===== src/hdl/blr_pkg.sv =====
`default_nettype none

package blr_pkg;

  localparam int MAX_DIM    = 2048;
  localparam int COORD_BITS = 16;
  localparam int DIM_BITS   = 12;
  localparam int ADDR_BITS  = 22;
  localparam int COLOR_BITS = 24;
  localparam int CFG_IDX_BITS = 2;

  localparam logic [CFG_IDX_BITS-1:0] CFG_WIDTH  = 2'd0;
  localparam logic [CFG_IDX_BITS-1:0] CFG_HEIGHT = 2'd1;
  localparam logic [CFG_IDX_BITS-1:0] CFG_COLOR  = 2'd2;

  typedef enum logic {
    REQ_START   = 1'b0,
    REQ_ADVANCE = 1'b1
  } req_t;

  typedef logic signed [COORD_BITS-1:0] coord_t;

  typedef struct packed {
    req_t   req_type;
    coord_t x_start;
    coord_t y_start;
    coord_t x_end;
    coord_t y_end;
  } blr_in_t;

  typedef struct packed {
    coord_t                  pixel_x;
    coord_t                  pixel_y;
    logic                    write_enable;
    logic [ADDR_BITS-1:0]    pixel_address;
    logic [COLOR_BITS-1:0]   pixel_color;
    logic                    line_done;
    logic                    was_idle;
  } blr_out_t;

endpackage

`default_nettype wire


===== src/hdl/bresenham_line_rasterizer.sv =====
// Bresenham line rasterizer, all octants.
// Input channel (in_valid/in_stall/in_data): a REQ_START word loads both
// endpoints and yields the first pixel; each REQ_ADVANCE word yields the next
// pixel of the line. An advance with no line in progress yields a word with
// only was_idle set. Exactly one result word per input word, in order.
// Result channel (out_valid/out_stall/out_data): x, y, clip flag, linear
// address y*width+x, color and a flag on the end point.
// Config port (cfg_we/cfg_index/cfg_wdata): width, height, color; write only
// while no words are in flight.
// Throughput: one word per cycle while in_stall is low. The Bresenham step
// is done in the accept cycle and written to the pending register; the
// address multiply sits between the pending and output registers.
// Reset: no line active, pipeline empty, width 640, height 480, color 0.
// Stall: the pending and output registers hold two words; in_stall is high
// only while both are full and out_stall is high. Nothing is dropped.
`default_nettype none

module bresenham_line_rasterizer (
  input  wire logic                             clk,
  input  wire logic                             rst_n,
  input  wire logic                             in_valid,
  output logic                                  in_stall,
  input  wire blr_pkg::blr_in_t                 in_data,
  output logic                                  out_valid,
  input  wire logic                             out_stall,
  output blr_pkg::blr_out_t                     out_data,
  input  wire logic                             cfg_we,
  input  wire logic [blr_pkg::CFG_IDX_BITS-1:0] cfg_index,
  input  wire logic [blr_pkg::COLOR_BITS-1:0]   cfg_wdata
);
  import blr_pkg::*;

  localparam int DX_BITS  = COORD_BITS + 1;
  localparam int NDY_BITS = COORD_BITS + 2;
  localparam int ERR_BITS = COORD_BITS + 3;
  localparam int E2_BITS  = COORD_BITS + 4;
  localparam int IDX_BITS = DIM_BITS - 1;

  // config
  logic [DIM_BITS-1:0]   width_r, width_nxt;
  logic [DIM_BITS-1:0]   height_r, height_nxt;
  logic [COLOR_BITS-1:0] color_r, color_nxt;

  // line state
  coord_t                      cur_x_r, cur_x_nxt;
  coord_t                      cur_y_r, cur_y_nxt;
  coord_t                      end_x_r, end_x_nxt;
  coord_t                      end_y_r, end_y_nxt;
  logic [DX_BITS-1:0]          dx_r, dx_nxt;
  logic signed [NDY_BITS-1:0]  ndy_r, ndy_nxt;
  logic                        sx_neg_r, sx_neg_nxt;
  logic                        sy_neg_r, sy_neg_nxt;
  logic signed [ERR_BITS-1:0]  err_r, err_nxt;
  logic                        active_r, active_nxt;

  // pending stage
  logic   p_valid_r, p_valid_nxt;
  coord_t p_x_r, p_x_nxt;
  coord_t p_y_r, p_y_nxt;
  logic   p_done_r, p_done_nxt;
  logic   p_idle_r, p_idle_nxt;

  // output stage
  logic     out_valid_r, out_valid_nxt;
  blr_out_t out_data_r, out_data_nxt;

  logic accept, p_move;

  // start setup
  logic signed [DX_BITS-1:0]  sdx, sdy;
  logic [DX_BITS-1:0]         abs_dx, abs_dy;
  logic signed [NDY_BITS-1:0] init_ndy;
  logic signed [ERR_BITS-1:0] init_err;

  // advance step
  logic signed [E2_BITS-1:0]  e2;
  logic                       x_step, y_step;
  logic signed [ERR_BITS-1:0] err_adv;
  coord_t                     x_adv, y_adv;

  // output compute
  logic [DIM_BITS-1:0]  w_c, h_c;
  logic                 on_bitmap;
  logic [ADDR_BITS-1:0] addr;

  assign p_move   = p_valid_r && (!out_valid_r || !out_stall);
  assign in_stall = p_valid_r && out_valid_r && out_stall;
  assign accept   = in_valid && !in_stall;

  always_comb begin
    width_nxt  = width_r;
    height_nxt = height_r;
    color_nxt  = color_r;
    if (cfg_we) begin
      case (cfg_index)
        CFG_WIDTH:  width_nxt  = cfg_wdata[DIM_BITS-1:0];
        CFG_HEIGHT: height_nxt = cfg_wdata[DIM_BITS-1:0];
        CFG_COLOR:  color_nxt  = cfg_wdata;
        default: ;
      endcase
    end
  end

  always_comb begin
    sdx      = {in_data.x_end[COORD_BITS-1], in_data.x_end}
             - {in_data.x_start[COORD_BITS-1], in_data.x_start};
    sdy      = {in_data.y_end[COORD_BITS-1], in_data.y_end}
             - {in_data.y_start[COORD_BITS-1], in_data.y_start};
    abs_dx   = sdx[DX_BITS-1] ? DX_BITS'(-sdx) : DX_BITS'(sdx);
    abs_dy   = sdy[DX_BITS-1] ? DX_BITS'(-sdy) : DX_BITS'(sdy);
    init_ndy = -$signed({1'b0, abs_dy});
    init_err = $signed({2'b00, abs_dx}) + ERR_BITS'(init_ndy);

    e2      = {err_r, 1'b0};
    x_step  = e2 >= E2_BITS'(ndy_r);
    y_step  = e2 <= $signed({3'b000, dx_r});
    err_adv = err_r
            + (x_step ? ERR_BITS'(ndy_r) : ERR_BITS'(0))
            + (y_step ? $signed({2'b00, dx_r}) : ERR_BITS'(0));
    x_adv   = cur_x_r + (x_step ? (sx_neg_r ? coord_t'(-1) : coord_t'(1)) : coord_t'(0));
    y_adv   = cur_y_r + (y_step ? (sy_neg_r ? coord_t'(-1) : coord_t'(1)) : coord_t'(0));
  end

  always_comb begin
    cur_x_nxt  = cur_x_r;
    cur_y_nxt  = cur_y_r;
    end_x_nxt  = end_x_r;
    end_y_nxt  = end_y_r;
    dx_nxt     = dx_r;
    ndy_nxt    = ndy_r;
    sx_neg_nxt = sx_neg_r;
    sy_neg_nxt = sy_neg_r;
    err_nxt    = err_r;
    active_nxt = active_r;
    p_x_nxt    = p_x_r;
    p_y_nxt    = p_y_r;
    p_done_nxt = p_done_r;
    p_idle_nxt = p_idle_r;
    p_valid_nxt = p_move ? 1'b0 : p_valid_r;
    if (accept) begin
      p_valid_nxt = 1'b1;
      p_idle_nxt  = 1'b0;
      if (in_data.req_type == REQ_START) begin
        cur_x_nxt  = in_data.x_start;
        cur_y_nxt  = in_data.y_start;
        end_x_nxt  = in_data.x_end;
        end_y_nxt  = in_data.y_end;
        dx_nxt     = abs_dx;
        ndy_nxt    = init_ndy;
        sx_neg_nxt = !(in_data.x_start < in_data.x_end);
        sy_neg_nxt = !(in_data.y_start < in_data.y_end);
        err_nxt    = init_err;
        p_done_nxt = (in_data.x_start == in_data.x_end) &&
                     (in_data.y_start == in_data.y_end);
        active_nxt = !p_done_nxt;
        p_x_nxt    = in_data.x_start;
        p_y_nxt    = in_data.y_start;
      end else if (!active_r) begin
        p_idle_nxt = 1'b1;
        p_done_nxt = 1'b0;
      end else begin
        cur_x_nxt  = x_adv;
        cur_y_nxt  = y_adv;
        err_nxt    = err_adv;
        p_done_nxt = (x_adv == end_x_r) && (y_adv == end_y_r);
        active_nxt = !p_done_nxt;
        p_x_nxt    = x_adv;
        p_y_nxt    = y_adv;
      end
    end
  end

  always_comb begin
    w_c    = (width_r > DIM_BITS'(MAX_DIM)) ? DIM_BITS'(MAX_DIM) : width_r;
    h_c    = (height_r > DIM_BITS'(MAX_DIM)) ? DIM_BITS'(MAX_DIM) : height_r;
    on_bitmap = !p_x_r[COORD_BITS-1] && !p_y_r[COORD_BITS-1] &&
                (p_x_r[COORD_BITS-2:0] < (COORD_BITS-1)'(w_c)) &&
                (p_y_r[COORD_BITS-2:0] < (COORD_BITS-1)'(h_c));
    addr   = ADDR_BITS'(p_y_r[IDX_BITS-1:0]) * ADDR_BITS'(w_c)
           + ADDR_BITS'(p_x_r[IDX_BITS-1:0]);

    out_valid_nxt = out_valid_r && out_stall;
    out_data_nxt  = out_data_r;
    if (p_move) begin
      out_valid_nxt = 1'b1;
      if (p_idle_r) begin
        out_data_nxt          = '0;
        out_data_nxt.was_idle = 1'b1;
      end else begin
        out_data_nxt.pixel_x       = p_x_r;
        out_data_nxt.pixel_y       = p_y_r;
        out_data_nxt.write_enable  = on_bitmap;
        out_data_nxt.pixel_address = on_bitmap ? addr : '0;
        out_data_nxt.pixel_color   = color_r;
        out_data_nxt.line_done     = p_done_r;
        out_data_nxt.was_idle      = 1'b0;
      end
    end
  end

  always_ff @(posedge clk) begin
    if (!rst_n) begin
      width_r     <= DIM_BITS'(640);
      height_r    <= DIM_BITS'(480);
      color_r     <= '0;
      active_r    <= 1'b0;
      p_valid_r   <= 1'b0;
      out_valid_r <= 1'b0;
    end else begin
      width_r     <= width_nxt;
      height_r    <= height_nxt;
      color_r     <= color_nxt;
      active_r    <= active_nxt;
      p_valid_r   <= p_valid_nxt;
      out_valid_r <= out_valid_nxt;
    end
  end

  always_ff @(posedge clk) begin
    cur_x_r    <= cur_x_nxt;
    cur_y_r    <= cur_y_nxt;
    end_x_r    <= end_x_nxt;
    end_y_r    <= end_y_nxt;
    dx_r       <= dx_nxt;
    ndy_r      <= ndy_nxt;
    sx_neg_r   <= sx_neg_nxt;
    sy_neg_r   <= sy_neg_nxt;
    err_r      <= err_nxt;
    p_x_r      <= p_x_nxt;
    p_y_r      <= p_y_nxt;
    p_done_r   <= p_done_nxt;
    p_idle_r   <= p_idle_nxt;
    out_data_r <= out_data_nxt;
  end

  assign out_valid = out_valid_r;
  assign out_data  = out_data_r;

endmodule

`default_nettype wire


===== config.mk =====
export PLATFORM = sky130hd
export DESIGN_NAME = bresenham_line_rasterizer
export DESIGN_NICKNAME = d
export VERILOG_FILES = /design/src/hdl/blr_pkg.sv /design/src/hdl/bresenham_line_rasterizer.sv
export SDC_FILE = /design/constraint.sdc
export NUM_CORES = 1
export LEC_CHECK = 0
export ABC_AREA = 1
export BUFFER_PORTS_ARGS = -buffer_cell sky130_fd_sc_hd__clkbuf_2
export CAP_MARGIN = 20
export CORE_MARGIN = 8
export CORE_UTILIZATION = 45
export CTS_BUF_LIST = sky130_fd_sc_hd__clkbuf_4 sky130_fd_sc_hd__clkbuf_8
export CTS_CLUSTER_SIZE = 12
export DETAILED_ROUTE_END_ITERATION = 8
export GPL_TIMING_DRIVEN = 0
export PLACE_DENSITY_LB_ADDON = 0.1
export SLEW_MARGIN = 10
export SYNTH_ARGS = -nofsm -noshare
export SYNTH_HDL_FRONTEND = slang
export SYNTH_SLANG_ARGS = --single-unit

===== constraint.sdc =====
create_clock -name clk -period 5.7 [get_ports clk]
set_input_delay 0.57 -clock clk [delete_from_list [all_inputs] [get_ports clk]]
set_output_delay 0.57 -clock clk [all_outputs]
set_load 0.01 [all_outputs]

==> results.cfg <==
[synth]
synth_ff_type = edfxtp_1
async_reset_ff_share_pct = 0
synth_seq_cells = 254
ys_warn_count = 0
synth.yosys.seq_area_share_pct = 31.2
yosys.cell_types.count = 56
synth_nets = 3336
netlist_area_um2 = 22800
synthCells = 2887
syn_area_per_cell_um2 = 7.89
synth_edf_count = 203

[drt]
dr_total_vias = 20048
routed_wl_um = 70800
dr.pass1.iters = 8
drc = 0
drtIter0Drc = 1299
ant_nets = 0
wire_per_inst_um = 18.2
via_per_inst = 5.16

[clocking]
clock_latency_ns = 0.66
h-tree-depth = 2
cts_root_buf = clkbuf_8
clock_path_buffers = 3
cts_buffers = 48
clk_pin_slew_worst_paths_ns = 0.06
cts_sinks = 254
postCtsHoldBufs = 0
cts_tree = yes

[critical_path]
cpMaxStageDelayCell = fa_1
startpoint = width_r[1]
required_ns = 6.12
path_depth = 28
r2r_cells = 28
r2r_setup_slack_ns = -0.04
rr_startpoint = width_r[1]
r2r_end = out_data[45]
slowest_delay_ns = 0.55
path_class = reg2reg
setup.worst_path.end_class = flop
arrival_ns = 6.16
cp_max_fo = 4
startpoint_type = flop
crit_end = out_data[45]
worst_path_dominant_cell_family = adder cells
cp_num_buf_inv = 6

[sta]
slew_viol_final = 0
final.min_clock_period_ns = 5.74
finalSetupViolCount = 1
rsz0062_at_grt = yes
fin_worst_skew_ns = 0.0490
tightest_slew_ns = 1.04
hold_violations = 0
relSlewSlack_pct = 30.0
whs_ns = 0.149
fin_crit_sh_pct = 101
clock.fmax_mhz = 174
fin_ws_ns = -0.0397

[global_route]
antenna_found_initial = 1
grt_max_degree = 29
grt_pass1_vias = 19921
track_usage_pct = 24.3
grt_pass1_wl_um = 109000
grt_overflow = 0

[power]
pwr_density_cell_nw_per_um2 = 501
ir_drop_mv = 0.684
leakagePower_nw = 13.3

[layout]
multi_input_area_um2 = 13900
seq_area_um2 = 7120
final_nets = 3618
n_fill_cell = 4889
drive_gt1_share_pct = 15.1
area_delta_synth_final_pct = 17.4
final_area_um2 = 26700

[hold_path]
worstHoldStart = in_data[0]
hp-class = in2reg

[floorplan]
num_io_pins = 179
die_y_um = 241
dieArea_um2 = 58100
core.rowCount = 82
core_um2 = 50100
start_util_pct = 45.5
die_w_um = 241

[placed_design]
io_buffers = 177
gp_congestion = 0.916
hpwl_um = 57500
dpl-instance-area_um2 = 24700

[run]
drv_cap = 0

[status]
outcome = finished with violations
violations = setup timing
-- power breakdown --
| group | internal, mW | switching [mW] | leakage, nW |
|---|---|---|---|
| Clock | 1.13 | 0.887 | 0.553 |
| Combinational | 3.46 | 5.38 | 10.3 |
| Sequential | 2.32 | 0.215 | 2.36 |
-- per-stage QoR --
step                TNS (ns)  power [mW]  util (%)  cells  worst slack, ns
finish               -0.0397        13.4      53.4   3882          -0.0397
floorplan                  0        7.96         -   2887          0.00836
global placement     -176.14        9.72      49.0   3736            -1.21
CTS                   -0.733        12.8      52.7   3864           -0.193
detailed placement     -9.66        9.85      49.3   3743            -1.03
global route           -1.23        14.6      53.4   3882           -0.239
-- synth_stat cells (15+ instances only) --
master / n / area (µm²)
a21oi_1: 164 / 821
a31oi_1: 15 / 93.8
clkbuf_1: 40 / 150
dfxtp_1: 51 / 1020
edfxtp_1: 203 / 6100
fa_1: 134 / 2680
ha_1: 219 / 2740
inv_1: 549 / 2060
nand2_1: 632 / 2370
nand2_2: 16 / 100
nand3_1: 137 / 686
nand4_1: 35 / 219
nor2_1: 312 / 1170
nor3_1: 25 / 125
o21ai_0: 142 / 711
xnor2_1: 23 / 201
xor2_1: 59 / 517
-- flip-flops by register name, indices dropped and copies added (netlist names), 16 cells and up --
| name | flops |
|---|---|
| out_data | 81 |
| err_r | 19 |
| p_y_r | 16 |
| ndy_r | 18 |
| dx_r | 17 |
| color_r | 24 |
| end_x_r | 16 |
| end_y_r | 16 |
| p_x_r | 16 |
-- area by class of cell --
type	instances	share of cell area [%]
flip-flops and latches	254	26.6
clock inverters	34	1.27
plain buffers	47	0.795
multi-input cells	2028	52.2
diodes	1	0.00936
inverters	558	7.90
clock buffers	56	2.70
well taps	672	3.14
repair buffers	232	5.40
-- cells by family after synthesis --
| family | count (synthesis) | share of synthesized area, % |
|---|---|---|
| flops | 254 | 31.2 |
| simple gates | 1209 | 22.3 |
| buf+inv | 605 | 10.1 |
| xor+xnor | 86 | 3.49 |
| fa+ha+maj | 353 | 23.8 |
| compound gates | 380 | 9.10 |
-- layer usage --
metal	routed length, µm	global-route usage, %	vias to the layer above	share of wire (%)
met4	2060	7.09	0	2.9
met1	31600	33.1	9419	45
li1	-	-	9882	-
met2	32200	39.8	640	45
met3	5000	3.63	107	7.1
met5	0	0	-	0
-- worst register-to-register path, delay by kind of cell (launching register included) --
family                   cells  cell delay (ns)
adder cells (fa/ha/maj)      6             2.67
AND/OR/NAND/NOR             10             1.13
AO/OA/AOI/OAI                6             0.95
buffers and inverters        6             0.43
flip-flops                   1             0.37
-- worst min-delay path by stage --
stage / slack [ns] / cells past startpoint / endpoint
finish: 0.15 / 1 / end_y_r[0]
global route: 0.11 / 1 / end_y_r[6]
CTS: 0.1 / 1 / end_y_r[0]
detailed placement: 0.44 / 2 / color_r[12]
global placement: 0.44 / 2 / color_r[10]
floorplan: 0.43 / 2 / color_r[0]
-- what timing repair did --
item / CTS / global route
setup buffers: 31 / 17
endpoints found under the setup margin: 20 / 18
gates resized for setup: 96 / 64
pin swaps: 65 / 80
-- layout by cell type, fill, tap and decap left out, types with 12 or more instances in the layout --
| master | n |
|---|---|
| nand4_1 | 35 |
| a21oi_2 | 12 |
| inv_1 | 524 |
| clkbuf_2 | 179 |
| nand3b_1 | 13 |
| ha_1 | 203 |
| nor3_1 | 23 |
| fa_1 | 121 |
| buf_4 | 39 |
| clkbuf_8 | 48 |
| inv_2 | 24 |
| nand3_1 | 137 |
| xor2_1 | 58 |
| clkbuf_1 | 36 |
| clkinv_1 | 18 |
| fa_2 | 13 |
| o21ai_0 | 133 |
| ha_4 | 15 |
| edfxtp_1 | 203 |
| nand2_2 | 25 |
| a31oi_1 | 14 |
| a21oi_1 | 151 |
| nand2_1 | 617 |
| nor2_1 | 298 |
| dfxtp_1 | 50 |
| xnor2_1 | 23 |
Power figures use the tool's default switching activity.
